[src/tgc_pkg.sv]
`timescale 1ns / 1ps

package tgc_pkg;

   localparam int COORD_BITS = 12;
   localparam int POS_BITS = 12;
   localparam int DELTA_BITS = 13;
   localparam int HOLDOFF_BITS = 16;
   localparam int THRESH_BITS = 12;
   localparam int TIME_BITS = 32;
   localparam int SUM_BITS = ((COORD_BITS > THRESH_BITS) ? COORD_BITS : THRESH_BITS) + 2;
   localparam int DELTA_LIMIT = 4095;

   localparam int REQ_TDATA_BITS = 56;
   localparam int REQ_TUSER_BITS = 2;
   localparam int RSP_TDATA_BITS = 40;
   localparam int RSP_TUSER_BITS = 2;
   localparam int CSR_INDEX_BITS = 3;
   localparam int CSR_DATA_BITS = 16;

   typedef logic [COORD_BITS-1:0] coord_type;
   typedef logic signed [SUM_BITS-1:0] diff_type;

   typedef enum logic [1:0] {
      EV_NONE   = 2'd0,
      EV_TAP    = 2'd1,
      EV_HSWIPE = 2'd2,
      EV_VSWIPE = 2'd3
   } event_kind_type;

   typedef enum logic [CSR_INDEX_BITS-1:0] {
      REG_TAP_HOLDOFF = 3'd0,
      REG_SWIPE_X_MIN = 3'd1,
      REG_SWIPE_Y_MIN = 3'd2,
      REG_AXIS_MARGIN = 3'd3,
      REG_TAP_SLOP    = 3'd4
   } csr_index_type;

   typedef struct packed {
      logic                    touch_down;
      logic                    scroll_mode;
      coord_type               pos_x;
      coord_type               pos_y;
      logic [TIME_BITS-1:0]    now_ms;
   } sample_type;

   typedef struct packed {
      logic [HOLDOFF_BITS-1:0] tap_holdoff_ms;
      logic [THRESH_BITS-1:0]  swipe_x_min;
      logic [THRESH_BITS-1:0]  swipe_y_min;
      logic [THRESH_BITS-1:0]  axis_margin;
      logic [THRESH_BITS-1:0]  tap_slop;
   } cfg_type;

   typedef struct packed {
      logic                    was_pressed;
      logic                    gesture_taken;
      coord_type               origin_x;
      coord_type               origin_y;
      coord_type               recent_x;
      coord_type               recent_y;
      logic [TIME_BITS-1:0]    last_gesture_ms;
   } state_type;

   typedef struct packed {
      event_kind_type              kind;
      logic [POS_BITS-1:0]         event_x;
      logic [POS_BITS-1:0]         event_y;
      logic signed [DELTA_BITS-1:0] swipe_delta;
   } result_type;

   function automatic logic signed [DELTA_BITS-1:0] sat_delta(input diff_type d);
      diff_type lim_hi;
      diff_type lim_lo;
      diff_type clipped;
      lim_hi = SUM_BITS'(DELTA_LIMIT);
      lim_lo = -lim_hi;
      if (d > lim_hi) begin
         clipped = lim_hi;
      end else if (d < lim_lo) begin
         clipped = lim_lo;
      end else begin
         clipped = d;
      end
      return clipped[DELTA_BITS-1:0];
   endfunction

   function automatic diff_type abs_diff(input diff_type d);
      return d[SUM_BITS-1] ? -d : d;
   endfunction

endpackage

[src/touch_gesture_classifier_core.sv]
// Flow: a word accepted on req is held in the input register, moves into the result
// register once that register is empty or being taken, and is then offered on rsp.
// Throughput: one word per cycle; the input stalls only while both registers
// hold a word and rsp_tready is low.
// Reset: synchronous and active high; clears both registers' valid flags and the
// press state, and loads the default thresholds.
`timescale 1ns / 1ps

module touch_gesture_classifier_core (
   input  logic                                 clock,
   input  logic                                 reset,
   input  logic                                 req_tvalid,
   output logic                                 req_tready,
   // pos_x[11:0], pos_y[23:12], now_ms[55:24]
   input  logic [tgc_pkg::REQ_TDATA_BITS-1:0]   req_tdata,
   // touch_down[0], scroll_mode[1]
   input  logic [tgc_pkg::REQ_TUSER_BITS-1:0]   req_tuser,
   output logic                                 rsp_tvalid,
   input  logic                                 rsp_tready,
   // event_x[11:0], event_y[23:12], swipe_delta[36:24], zero[39:37]
   output logic [tgc_pkg::RSP_TDATA_BITS-1:0]   rsp_tdata,
   // event_kind[1:0]
   output logic [tgc_pkg::RSP_TUSER_BITS-1:0]   rsp_tuser,
   input  logic                                 csr_valid,
   output logic                                 csr_ready,
   input  logic [tgc_pkg::CSR_INDEX_BITS-1:0]   csr_index,
   input  logic [tgc_pkg::CSR_DATA_BITS-1:0]    csr_wdata
);
   import tgc_pkg::*;

   logic       in_valid_ff;
   logic       in_valid_in;
   sample_type sample_ff;
   sample_type sample_in;
   logic       out_valid_ff;
   logic       out_valid_in;
   result_type result_ff;
   result_type result_in;
   state_type  state_ff;
   state_type  state_in;
   cfg_type    cfg_ff;
   cfg_type    cfg_in;
   state_type  state_calc;
   result_type result_calc;
   logic       advance;
   logic       req_accept;

   tgc_classify u_classify (
      .smp     (sample_ff),
      .cfg     (cfg_ff),
      .st      (state_ff),
      .st_next (state_calc),
      .res     (result_calc)
   );

   always_comb begin
      advance = in_valid_ff && (!out_valid_ff || rsp_tready);
      req_tready = !in_valid_ff || advance;
      req_accept = req_tvalid && req_tready;
      csr_ready = 1'b1;

      in_valid_in = req_accept || (in_valid_ff && !advance);
      sample_in = sample_ff;
      if (req_accept) begin
         sample_in.touch_down = req_tuser[0];
         sample_in.scroll_mode = req_tuser[1];
         sample_in.pos_x = COORD_BITS'(req_tdata[11:0]);
         sample_in.pos_y = COORD_BITS'(req_tdata[23:12]);
         sample_in.now_ms = req_tdata[55:24];
      end

      out_valid_in = advance || (out_valid_ff && !rsp_tready);
      result_in = advance ? result_calc : result_ff;
      state_in = advance ? state_calc : state_ff;

      cfg_in = cfg_ff;
      if (csr_valid) begin
         unique case (csr_index)
            REG_TAP_HOLDOFF: cfg_in.tap_holdoff_ms = csr_wdata;
            REG_SWIPE_X_MIN: cfg_in.swipe_x_min = csr_wdata[THRESH_BITS-1:0];
            REG_SWIPE_Y_MIN: cfg_in.swipe_y_min = csr_wdata[THRESH_BITS-1:0];
            REG_AXIS_MARGIN: cfg_in.axis_margin = csr_wdata[THRESH_BITS-1:0];
            REG_TAP_SLOP:    cfg_in.tap_slop = csr_wdata[THRESH_BITS-1:0];
            default:         cfg_in = cfg_ff;
         endcase
      end
   end

   always_ff @(posedge clock) begin
      if (reset) begin
         in_valid_ff <= 1'b0;
         out_valid_ff <= 1'b0;
         state_ff <= '0;
         cfg_ff.tap_holdoff_ms <= HOLDOFF_BITS'(160);
         cfg_ff.swipe_x_min <= THRESH_BITS'(55);
         cfg_ff.swipe_y_min <= THRESH_BITS'(40);
         cfg_ff.axis_margin <= THRESH_BITS'(8);
         cfg_ff.tap_slop <= THRESH_BITS'(20);
      end else begin
         in_valid_ff <= in_valid_in;
         out_valid_ff <= out_valid_in;
         state_ff <= state_in;
         cfg_ff <= cfg_in;
      end
      sample_ff <= sample_in;
      result_ff <= result_in;
   end

   assign rsp_tvalid = out_valid_ff;
   assign rsp_tuser = result_ff.kind;
   assign rsp_tdata = {3'b000, result_ff.swipe_delta, result_ff.event_y, result_ff.event_x};

`ifndef SYNTH
   a_none_is_zero: assert property (@(posedge clock) disable iff (reset)
      out_valid_ff && result_ff.kind == EV_NONE |-> rsp_tdata == '0)
      else $error("empty result word carries nonzero data");

   a_tap_no_delta: assert property (@(posedge clock) disable iff (reset)
      out_valid_ff && result_ff.kind == EV_TAP |-> result_ff.swipe_delta == '0)
      else $error("tap word carries a swipe delta");

   a_swipe_no_pos: assert property (@(posedge clock) disable iff (reset)
      out_valid_ff && (result_ff.kind == EV_HSWIPE || result_ff.kind == EV_VSWIPE)
      |-> result_ff.event_x == '0 && result_ff.event_y == '0)
      else $error("swipe word carries a tap position");

   a_taken_needs_press: assert property (@(posedge clock) disable iff (reset)
      state_ff.gesture_taken |-> state_ff.was_pressed)
      else $error("gesture marked taken outside a press");

   a_gesture_time: assert property (@(posedge clock) disable iff (reset)
      advance && result_calc.kind != EV_NONE
      |=> state_ff.last_gesture_ms == $past(sample_ff.now_ms))
      else $error("gesture time not recorded");
`endif

endmodule

[src/tgc_classify.sv]
`timescale 1ns / 1ps

module tgc_classify (
   input  tgc_pkg::sample_type smp,
   input  tgc_pkg::cfg_type    cfg,
   input  tgc_pkg::state_type  st,
   output tgc_pkg::state_type  st_next,
   output tgc_pkg::result_type res
);
   import tgc_pkg::*;

   diff_type dx;
   diff_type dy;
   diff_type ax;
   diff_type ay;
   diff_type rx;
   diff_type ry;
   logic     holdoff_ok;
   logic     h_swipe;
   logic     v_swipe;
   logic     slop_ok;

   always_comb begin
      dx = diff_type'(smp.pos_x) - diff_type'(st.origin_x);
      dy = diff_type'(smp.pos_y) - diff_type'(st.origin_y);
      ax = abs_diff(dx);
      ay = abs_diff(dy);
      rx = abs_diff(diff_type'(st.recent_x) - diff_type'(st.origin_x));
      ry = abs_diff(diff_type'(st.recent_y) - diff_type'(st.origin_y));

      holdoff_ok = (smp.now_ms - st.last_gesture_ms) > TIME_BITS'(cfg.tap_holdoff_ms);
      h_swipe = (ax > diff_type'(cfg.swipe_x_min))
                && (ax > ay + diff_type'(cfg.axis_margin));
      v_swipe = (ay > diff_type'(cfg.swipe_y_min))
                && (ay > ax + diff_type'(cfg.axis_margin));
      slop_ok = (rx < diff_type'(cfg.tap_slop)) && (ry < diff_type'(cfg.tap_slop));

      st_next = st;
      res = '0;

      if (smp.touch_down) begin
         st_next.recent_x = smp.pos_x;
         st_next.recent_y = smp.pos_y;
         if (!st.was_pressed) begin
            st_next.was_pressed = 1'b1;
            st_next.gesture_taken = 1'b0;
            st_next.origin_x = smp.pos_x;
            st_next.origin_y = smp.pos_y;
            if (!smp.scroll_mode && holdoff_ok) begin
               res.kind = EV_TAP;
               res.event_x = POS_BITS'(smp.pos_x);
               res.event_y = POS_BITS'(smp.pos_y);
               st_next.gesture_taken = 1'b1;
               st_next.last_gesture_ms = smp.now_ms;
            end
         end else if (!st.gesture_taken) begin
            if (h_swipe) begin
               res.kind = EV_HSWIPE;
               res.swipe_delta = sat_delta(dx);
               st_next.gesture_taken = 1'b1;
               st_next.last_gesture_ms = smp.now_ms;
            end else if (v_swipe) begin
               res.kind = EV_VSWIPE;
               res.swipe_delta = sat_delta(dy);
               st_next.gesture_taken = 1'b1;
               st_next.last_gesture_ms = smp.now_ms;
            end
         end
      end else begin
         if (st.was_pressed && !st.gesture_taken && smp.scroll_mode && holdoff_ok
             && slop_ok) begin
            res.kind = EV_TAP;
            res.event_x = POS_BITS'(st.origin_x);
            res.event_y = POS_BITS'(st.origin_y);
            st_next.last_gesture_ms = smp.now_ms;
         end
         st_next.was_pressed = 1'b0;
         st_next.gesture_taken = 1'b0;
      end
   end

endmodule

[config.mk]
export PLATFORM = sky130hd
export DESIGN_NAME = touch_gesture_classifier_core
export DESIGN_NICKNAME = d
export VERILOG_FILES = /design/src/tgc_pkg.sv /design/src/touch_gesture_classifier_core.sv /design/src/tgc_classify.sv
export SDC_FILE = /design/constraint.sdc
export NUM_CORES = 1
export LEC_CHECK = 0
export ABC_CLOCK_PERIOD_IN_PS = 13250
export BUFFER_PORTS_ARGS = -buffer_cell sky130_fd_sc_hd__buf_2
export CORE_UTILIZATION = 39
export DETAILED_ROUTE_END_ITERATION = 7
export GPL_ROUTABILITY_DRIVEN = 0
export HOLD_SLACK_MARGIN = 0.02
export PLACE_DENSITY_LB_ADDON = 0.12
export SLEW_MARGIN = 20
export SYNTH_ARGS = -nofsm -noshare
export SYNTH_HDL_FRONTEND = slang
export SYNTH_SLANG_ARGS = --single-unit
[constraint.sdc]
create_clock -name clock -period 13.25 [get_ports clock]
set_input_delay 0 -clock clock [delete_from_list [all_inputs] [get_ports clock]]
set_output_delay 0 -clock clock [all_outputs]
set_load 0.03 [all_outputs]
==> flow_metrics.py, run 1 <==
metrics = {
    "cells_and_area": {
        "final_nets": 2576,
        "mostFrequentLayoutCell": "nand2_1",
        "layout_common_cells": "nand2_1, a21oi_1, ha_1",
        "synthToLayoutAreaGrowth_pct": 16.1,
        "final_layout_size_suffix_gt1_frac": 0.0902,
        "antenna_cells": 0,
    },
    "die": {
        "fp.dieH_um": 215,
        "dieArea_mm2": 0.0464,
        "coreArea_mm2": 0.0445,
        "die-width_um": 215,
        "rows": 77,
        "ios": 127,
        "start_util": 0.399,
    },
    "clock_network": {
        "post-cts-setup-buffers": 0,
        "clkLatencyLatePin_ns": 0.57,
        "cts_made_buffers": 28,
        "cts-root-buf": "clkbuf_16",
        "cts_htree_levels": 1,
        "ctsResizeCount": 0,
        "postCtsHoldBufs": 84,
        "path_clk_slew_ns": 0.06,
        "cts_tree": "yes",
        "cts_sinks": 245,
        "cts_buffer_depth": 3,
    },
    "detailed_routing": {
        "drt_iter0_drc": 879,
        "wirelength_um": 49300,
        "drc_errors": 0,
        "vias_per_cell": 5.26,
        "wl_per_cell_um": 17.0,
        "drtAntennaViolNets": 0,
        "first_pass_iters": 5,
        "vias": 15240,
    },
    "sta": {
        "rsz0062_at_grt": "false",
        "holdWs_ns": 0.0661,
        "period_minus_slack_ns": 7.82,
        "relSlewSlack": 0.385,
        "fin_crit_sh": 0.590,
        "tns_ns": 0,
        "finalSetupViolations": 0,
        "maxClockFrequency_ghz": 0.128,
        "worstMarginPinSlew_ns": 0.920,
        "fin_skew_ns": 0.0164,
        "hold_violations": 0,
        "final_max_slew_viol_count": 0,
    },
    "critical_path": {
        "reg2reg_from": "sample_ff[32]",
        "critPathSlowestCell": "a2111oi_1",
        "cp-end-kind": "register",
        "critPathMaxStageDelay_ns": 0.71,
        "path_max_fanout": 14,
        "critPathRequiredTime_ns": 13.66,
        "worstPathArrival_ns": 8.23,
        "critPathMostFrequentCell": "a21oi_1",
        "r2r.worst_path.cells": 33,
        "cp-startpoint": "sample_ff[32]",
        "critPathKind": "reg2reg",
        "rr_endpoint": "rsp_tdata[36]",
        "start_kind": "register",
        "endpoint": "rsp_tdata[36]",
        "reg2reg_slack_ns": 5.43,
    },
    "global_routing": {
        "grt_usage": 0.207,
        "grt-ovfl-total": 0,
        "grt_pass1_wl_um": 77000,
        "grt_antenna_before_repair": 0,
        "grt_pass1_vias": 14554,
        "grt_max_degree": 120,
    },
    "synth": {
        "syn_avg_cell_area_um2": 8.40,
        "ys_seq_elements": 245,
        "synthArstFlopShare": 0,
        "ys_seq_area_frac": 0.331,
        "synth_edf_count": 97,
        "synth_area_mm2": 0.0178,
        "ys_types": 83,
        "netlist_instances": 2114,
        "ys_warn_count": 0,
        "ys.flop_type": "dfxtp_1",
    },
    "power": {
        "p_per_area_mw_per_mm2": 119,
        "power_leakage_nw": 8.16,
        "vdd_ir_drop_max_v": 0.0000975,
    },
    "hold_path": {
        "hp-class": "in2reg",
        "min_from": "csr_valid",
    },
    "run": {
        "max_cap_violations": 0,
    },
    "place": {
        "dp_hpwl_um": 37300,
        "io_buffer_count": 122,
    },
    "status": {
        "status": "completed",
    },
}
power breakdown:
group,internal (mW),switching (mW)
sequential,0.815,0.0203
clock,0.426,0.318
combinational,0.360,0.510
total,1.60,0.848
logic make-up (layout without fill, tap and decap cells):
group / Yosys count / count (layout) / synth area share
DFF: 245 / 245 / 0.331
muxes: 66 / 66 / 0.0374
other: 2 / 6 / 0.000423
AOI/OAI and AO/OA: 517 / 517 / 0.179
xor gates and xnor gates: 109 / 109 / 0.0538
and+or+nand+nor: 729 / 729 / 0.196
buffers and inverters: 238 / 427 / 0.0529
adders and majority gates: 208 / 208 / 0.150
per-stage QoR:
stage	cell area, um^2	worst slack (ns)	total power, mW	instances	util
after detailed placement	18900	5.54	1.69	2762	0.424
after global routing	20600	4.65	2.61	2899	0.463
after floorplan	17800	6.96	1.48	2118	-
final	20600	5.43	2.45	2899	0.463
after global placement	18900	5.78	1.68	2762	0.424
after CTS	20600	5.48	2.47	2897	0.462
worst max-delay path: cells and delay by family (launching register included):
| family | cells | cell delay (ns) |
|---|---|---|
| AOI/OAI and AO/OA | 16 | 3.52 |
| and+or+nand+nor | 9 | 1.72 |
| adders and majority gates | 4 | 1.26 |
| xor gates and xnor gates | 2 | 0.47 |
| DFF | 1 | 0.38 |
| buffers and inverters | 2 | 0.31 |
cell type report:
type | count | area (um^2)
inverter | 157 | 589
multi-input combinational | 1635 | 11000
fill | 4389 | 23900
tap | 592 | 741
timing repair buffer | 219 | 1570
sequential | 245 | 5880
clock inverter | 12 | 100
clock buffer | 39 | 772
synthesized netlist by cell type (6+ instances only):
master    instances  area [um^2]
clkbuf_1         62          233
nand3_1          35          175
o31ai_1           9         67.6
nor4_1           17          106
nand2b_1         99          619
a21o_1           32          240
mux2i_1          63          631
inv_1           155          582
o21a_1           36          270
o21bai_1         13         97.6
buf_1             6         22.5
o21ai_0          74          370
nand4_1          18          113
nor2b_1          29          181
dfxtp_1         148         2960
nor2_1          134          503
ha_1            201         2510
or3_1            13         81.3
nor3_1           25          125
a21oi_1         240         1200
fa_1              7          140
and3_1           12         75.1
o21ai_1           6         30.0
a211oi_1         12         90.1
a21boi_0          7         52.6
a31oi_1          12         75.1
xor2_1           46          403
edfxtp_1         97         2910
a211o_1          11         96.3
o211ai_1         13         97.6
xnor2_1          63          552
nand2_1         295         1110
nand3b_1          7         52.6
or2_2            17          106
registers in the layout, indices dropped and copies added (netlist names):
register / count
cfg_ff: 64
state_ff: 82
in_valid_ff: 1
rsp_tvalid: 1
sample_ff: 58
rsp_tdata: 37
rsp_tuser: 2
how the worst min path moves through the flow:
stage / end / depth (start not counted) / slack [ns]
3_3_place_gp: sample_ff[15] / 1 / 0.18
3_5_place_dp: sample_ff[16] / 1 / 0.18
5_1_grt: cfg_ff[8] / 4 / 0.09
2_1_floorplan: sample_ff[0] / 0 / 0.1
4_1_cts: cfg_ff[7] / 4 / 0.04
6_report: cfg_ff[7] / 4 / 0.07
metal layers:
metal	global-route usage	vias to the layer above	share of wire
met3	0.0273	87	0.047
li1	-	7751	-
met2	0.354	340	0.46
met5	0	-	0
met4	0.0716	0	0.035
met1	0.266	7062	0.45
Power figures use the tool's default switching activity.
==> run 2: changes to the inputs <==
--- a/config.mk
+++ b/config.mk
@@ -5,7 +5,7 @@
 export SDC_FILE = /design/constraint.sdc
 export NUM_CORES = 1
 export LEC_CHECK = 0
-export ABC_CLOCK_PERIOD_IN_PS = 13250
+export ABC_CLOCK_PERIOD_IN_PS = 7300
 export BUFFER_PORTS_ARGS = -buffer_cell sky130_fd_sc_hd__buf_2
 export CORE_UTILIZATION = 39
 export DETAILED_ROUTE_END_ITERATION = 7
==> constraint.sdc (replaced) <==
create_clock -name clock -period 7.3 [get_ports clock]
set_input_delay 0 -clock clock [delete_from_list [all_inputs] [get_ports clock]]
set_output_delay 0 -clock clock [all_outputs]
set_load 0.03 [all_outputs]
==> flow_metrics.py, run 2 (synthesis results as in run 1) <==
metrics = {
    "status": {
        "status": "completed",
    },
    "sta": {
        "worstMarginPinSlew_ns": 1.04,
        "finalSetupViolations": 0,
        "final_max_slew_viol_count": 0,
        "tns_ns": 0,
        "hold_violations": 0,
        "fin_crit_sh": 0.939,
        "rsz0062_at_grt": "false",
        "fin_skew_ns": 0.0236,
        "relSlewSlack": 0.308,
        "holdWs_ns": 0.0741,
        "period_minus_slack_ns": 6.85,
        "fin_ws_ns": 0.447,
        "maxClockFrequency_ghz": 0.146,
    },
    "cells_and_area": {
        "synthToLayoutAreaGrowth_pct": 17.3,
        "regMostFlops": "state_ff",
        "reg_top3": "state_ff x82, cfg_ff x64, sample_ff x58",
        "final_layout_size_suffix_gt1_frac": 0.101,
        "multi_input_area_mm2": 0.0110,
        "mostFrequentLayoutCell": "nand2_1",
        "fin_area_mm2": 0.0208,
        "stdcell_count": 2914,
        "layout_common_cells": "nand2_1, a21oi_1, ha_1",
        "final_core_util": 0.468,
        "largest_reg_flops": 82,
        "antenna_cells": 0,
        "filler_cell_count": 4426,
        "final_nets": 2590,
        "regArea_mm2": 0.00588,
    },
    "run": {
        "max_cap_violations": 0,
    },
    "die": {
        "dieArea_mm2": 0.0464,
        "start_util": 0.399,
        "coreArea_mm2": 0.0445,
        "ios": 127,
        "rows": 77,
        "fp.dieH_um": 215,
        "die-width_um": 215,
    },
    "clock_network": {
        "cts_htree_levels": 1,
        "cts_buffer_depth": 3,
        "cts_tree": "yes",
        "cts_sinks": 245,
        "clkLatencyLatePin_ns": 0.58,
        "cts-root-buf": "clkbuf_16",
        "cts_made_buffers": 28,
        "path_clk_slew_ns": 0.07,
    },
    "place": {
        "io_buffer_count": 122,
        "dpl_cell_area_mm2": 0.0190,
        "dp_hpwl_um": 38100,
        "post-place-cells": 2775,
        "dp_slack_ns": 0.325,
    },
    "global_routing": {
        "grt_pass1_vias": 14885,
        "grt_max_degree": 93,
        "grt-ovfl-total": 0,
        "grt_antenna_before_repair": 0,
        "grt_usage": 0.214,
        "grt_pass1_wl_um": 79600,
    },
    "detailed_routing": {
        "wirelength_um": 50300,
        "first_pass_iters": 5,
        "drc_errors": 0,
        "wl_per_cell_um": 17.3,
        "vias": 15315,
        "wl_met1_um": 23000,
        "vias_per_cell": 5.26,
        "drtAntennaViolNets": 0,
        "route.met2.wl_um": 24000,
        "routed.top_layer": "met4",
        "met3_length_um": 2030,
        "drt_iter0_drc": 925,
    },
    "critical_path": {
        "critPathMostFrequentCell": "a21o_1",
        "critPathSlowestCell": "fa_1",
        "start_kind": "register",
        "critPathKind": "reg2reg",
        "critPathMaxStageDelay_ns": 0.40,
        "path_max_fanout": 16,
        "cp-end-kind": "register",
        "critPathRequiredTime_ns": 7.79,
        "worstPathArrival_ns": 7.35,
    },
    "hold_path": {
        "hp-class": "in2reg",
    },
    "power": {
        "p_per_area_mw_per_mm2": 219,
        "vdd_ir_drop_max_v": 0.000183,
        "p_total_mw": 4.56,
        "power_leakage_nw": 8.27,
    },
}
run 2: layout make-up:
class	count	area share
Multi-Input combinational cell	1635	0.529
Clock buffer	43	0.0398
Tap cell	592	0.0356
Sequential cell	245	0.282
Timing Repair Buffer	233	0.0812
Inverter	157	0.0283
Clock inverter	9	0.00427
run 2: path summary, 6_finish.rpt:
kind | slack, ns | cells after the start | start | to
worst max-delay path | 0.45 | 35 | sample_ff[44] | state_ff[6]
worst min-delay path | 0.07 | 4 | csr_valid | cfg_ff[6]
worst max register to register | 0.45 | 35 | sample_ff[44] | state_ff[6]
worst min register to register | 0.46 | 2 | cfg_ff[11] | cfg_ff[11]
run 2: layer usage:
metal  up-vias  track usage
met5         -            0
met4         0       0.0560
met3        70       0.0259
met2       317        0.373
met1      7154        0.277
li1       7774            -
run 2: report_power, final:
part           total (mW)  internal [mW]  switching (mW)  leakage (nW)
logic                1.63          0.684           0.950          5.69
clock network        1.41          0.817           0.590         0.446
registers            1.52           1.48          0.0373          2.14
run 2: critical path, delay by kind of cell (launching register included):
family                     cells  cell delay [ns]
muxes                          1             0.19
xor gates and xnor gates       2             0.44
DFF                            1             0.39
and+or+nand+nor                5             0.50
adders and majority gates      4             1.22
buffers and inverters          6             0.79
AOI/OAI and AO/OA             17             3.19
run 2: timing repair:
item	4_1_cts	5_1_grt
resized for setup	0	14
hold buffers	86	0
hold endpoints to repair	150	0
setup endpoints to repair	0	48
setup buffers	0	0
==> run 3: changes to the inputs <==
--- a/config.mk
+++ b/config.mk
@@ -5,6 +5,7 @@
 export SDC_FILE = /design/constraint.sdc
 export NUM_CORES = 1
 export LEC_CHECK = 0
+export ABC_AREA = 1
 export ABC_CLOCK_PERIOD_IN_PS = 7300
 export BUFFER_PORTS_ARGS = -buffer_cell sky130_fd_sc_hd__buf_2
 export CORE_UTILIZATION = 39
==> flow_metrics.py, run 3 <==
metrics = {
    "synth": {
        "syn_avg_cell_area_um2": 7.14,
        "synth_area_mm2": 0.0184,
        "yosys-top-cells-area": "dfxtp_1, edfxtp_1, ha_1, nand2_1, inv_1",
        "synth_top_area_frac": 0.161,
        "netlist_instances": 2574,
        "synth_most_common_cell": "nand2_1",
        "ys_warn_count": 0,
        "ys_seq_area_frac": 0.320,
        "yosys-top-cells-count": "nand2_1, inv_1, nor2_1",
        "yosysTopAreaCell": "dfxtp_1",
        "synth_edf_count": 97,
        "synthArstFlopShare": 0,
        "ys.flop_type": "dfxtp_1",
        "ys_types": 54,
        "ys_seq_elements": 245,
    },
    "cells_and_area": {
        "regMostFlops": "state_ff",
        "final_nets": 3060,
        "multi_input_area_mm2": 0.0107,
        "largest_reg_flops": 82,
        "final_layout_size_suffix_gt1_frac": 0.0823,
        "synthToLayoutAreaGrowth_pct": 17.3,
        "mostFrequentLayoutCell": "nand2_1",
        "layout_common_cells": "nand2_1, inv_1, nor2_1",
        "antenna_cells": 0,
        "final_core_util": 0.463,
        "filler_cell_count": 4753,
        "regArea_mm2": 0.00588,
        "reg_top3": "state_ff x82, cfg_ff x64, sample_ff x58",
    },
    "hold_path": {
        "min_to": "cfg_ff[34]",
        "hp-class": "in2reg",
        "min_from": "csr_valid",
        "whs_path_depth": 7,
    },
    "critical_path": {
        "start_kind": "register",
        "rr_endpoint": "state_ff[5]",
        "path_max_fanout": 32,
        "critPathSlowestCell": "edfxtp_1",
        "critPathKind": "reg2reg",
        "critPathMaxStageDelay_ns": 0.46,
        "worstPathArrival_ns": 7.07,
        "r2r.worst_path.cells": 37,
        "reg2reg_from": "sample_ff[35]",
        "reg2reg_slack_ns": 0.69,
        "critPathRequiredTime_ns": 7.77,
        "critPathMostFrequentCell": "nand2_1",
        "cp-end-kind": "register",
    },
    "clock_network": {
        "cts_tree": "yes",
        "cts_made_buffers": 31,
        "clkLatencyLatePin_ns": 0.58,
        "cts_sinks": 245,
        "path_clk_slew_ns": 0.07,
        "cts_htree_levels": 1,
        "cts_buffer_depth": 3,
        "cts-root-buf": "clkbuf_16",
    },
    "sta": {
        "relSlewSlack": 0.334,
        "hold_violations": 0,
        "worstMarginPinSlew_ns": 0.996,
        "maxClockFrequency_ghz": 0.151,
        "final_max_slew_viol_count": 0,
        "fin_crit_sh": 0.905,
        "rsz0062_at_grt": "false",
        "period_minus_slack_ns": 6.61,
        "finalSetupViolations": 0,
        "fin_skew_ns": 0.00962,
        "tns_ns": 0,
    },
    "power": {
        "power_leakage_nw": 10.2,
        "vdd_ir_drop_max_v": 0.000172,
        "p_per_area_mw_per_mm2": 241,
    },
    "die": {
        "start_util": 0.395,
        "ios": 127,
        "coreArea_mm2": 0.0466,
        "rows": 79,
        "die-width_um": 219,
        "fp.dieH_um": 219,
        "dieArea_mm2": 0.0480,
    },
    "global_routing": {
        "grt_pass1_vias": 16102,
        "grt_usage": 0.222,
        "grt-ovfl-total": 0,
        "grt_pass1_wl_um": 85000,
        "grt_max_degree": 108,
        "grt_antenna_before_repair": 0,
    },
    "detailed_routing": {
        "drc_errors": 0,
        "drtAntennaViolNets": 0,
        "vias": 17224,
        "drt_iter0_drc": 1049,
        "wirelength_um": 53800,
        "vias_per_cell": 5.06,
        "first_pass_iters": 5,
        "wl_per_cell_um": 15.8,
    },
    "status": {
        "status": "completed",
    },
    "run": {
        "max_cap_violations": 0,
    },
    "place": {
        "io_buffer_count": 122,
        "dp_hpwl_um": 41500,
    },
}
-- run 3: changes by cell type after synthesis, moves of 55 or more --
cell,before,now
nand2_1,295,613
inv_1,155,409
nand2b_1,99,0
nor2_1,134,233
nand4_1,18,88
o21ai_0,74,140
mux2i_1,63,0
nand3_1,35,90
-- run 3: worst max path at each step --
| stage | start | endpoint | slack (ns) |
|---|---|---|---|
| after detailed placement | sample_ff[35] | state_ff[5] | 0.58 |
| final | sample_ff[35] | state_ff[5] | 0.69 |
| after global routing | sample_ff[44] | state_ff[28] | 0.09 |
| after global placement | sample_ff[35] | state_ff[18] | 0.63 |
| after CTS | sample_ff[35] | state_ff[5] | 0.55 |
| after floorplan | sample_ff[35] | rsp_tdata[27] | 1.80 |
-- run 3: timing repair --
action,4_1_cts,5_1_grt
resized for setup,0,2
hold endpoints to repair,148,0
setup buffers,0,0
hold buffers,87,0
setup endpoints to repair,0,31
-- run 3: power by group --
part / switching [mW] / internal [mW] / total (mW) / leakage [nW]
logic: 1.31 / 0.759 / 2.07 / 7.54
clock network: 0.641 / 0.953 / 1.59 / 0.536
registers: 0.0389 / 1.49 / 1.53 / 2.14
-- run 3: final cells by class --
type	count	share of cell area
Inverter	413	0.0719
Multi-Input combinational cell	1851	0.494
Clock buffer	41	0.0422
Clock inverter	16	0.00760
Timing Repair Buffer	228	0.0762
Sequential cell	245	0.272
Tap cell	607	0.0352
-- run 3: cell families after synthesis --
| group | synth area share |
|---|---|
| simple gates | 0.251 |
| xor+xnor | 0.0476 |
| flops | 0.320 |
| buf+inv | 0.102 |
| other cells | 0.000409 |
| fa+ha+maj | 0.144 |
| compound gates | 0.134 |
-- run 3: worst max-delay path: cells and delay by family (launching register included) --
family	cells	cell delay [ns]
buffers and inverters	5	0.90
adder cells (fa/ha/maj)	3	0.99
flip-flops	1	0.46
AO/OA/AOI/OAI	10	1.98
AND/OR/NAND/NOR	17	1.82
XOR/XNOR	2	0.30
-- run 3: layer usage --
metal | part of all wire | GRT usage
met1 | 0.49 | 0.315
met2 | 0.44 | 0.354
met3 | 0.046 | 0.0251
met4 | 0.026 | 0.0653
met5 | 0 | 0
-- run 3: through the flow --
stage / hold WS [ns] / std cells / worst slack (ns) / instance area (um^2) / power (mW)
floorplan: 0.0989 / 2578 / 1.80 / 18400 / 3.03
global placement: 0.176 / 3256 / 0.626 / 19600 / 3.52
detailed placement: 0.178 / 3256 / 0.578 / 19600 / 3.57
CTS: 0.0726 / 3400 / 0.548 / 21500 / 5.23
global route: 0.103 / 3401 / 0.0879 / 21600 / 5.58
finish: 0.111 / 3401 / 0.695 / 21600 / 5.20
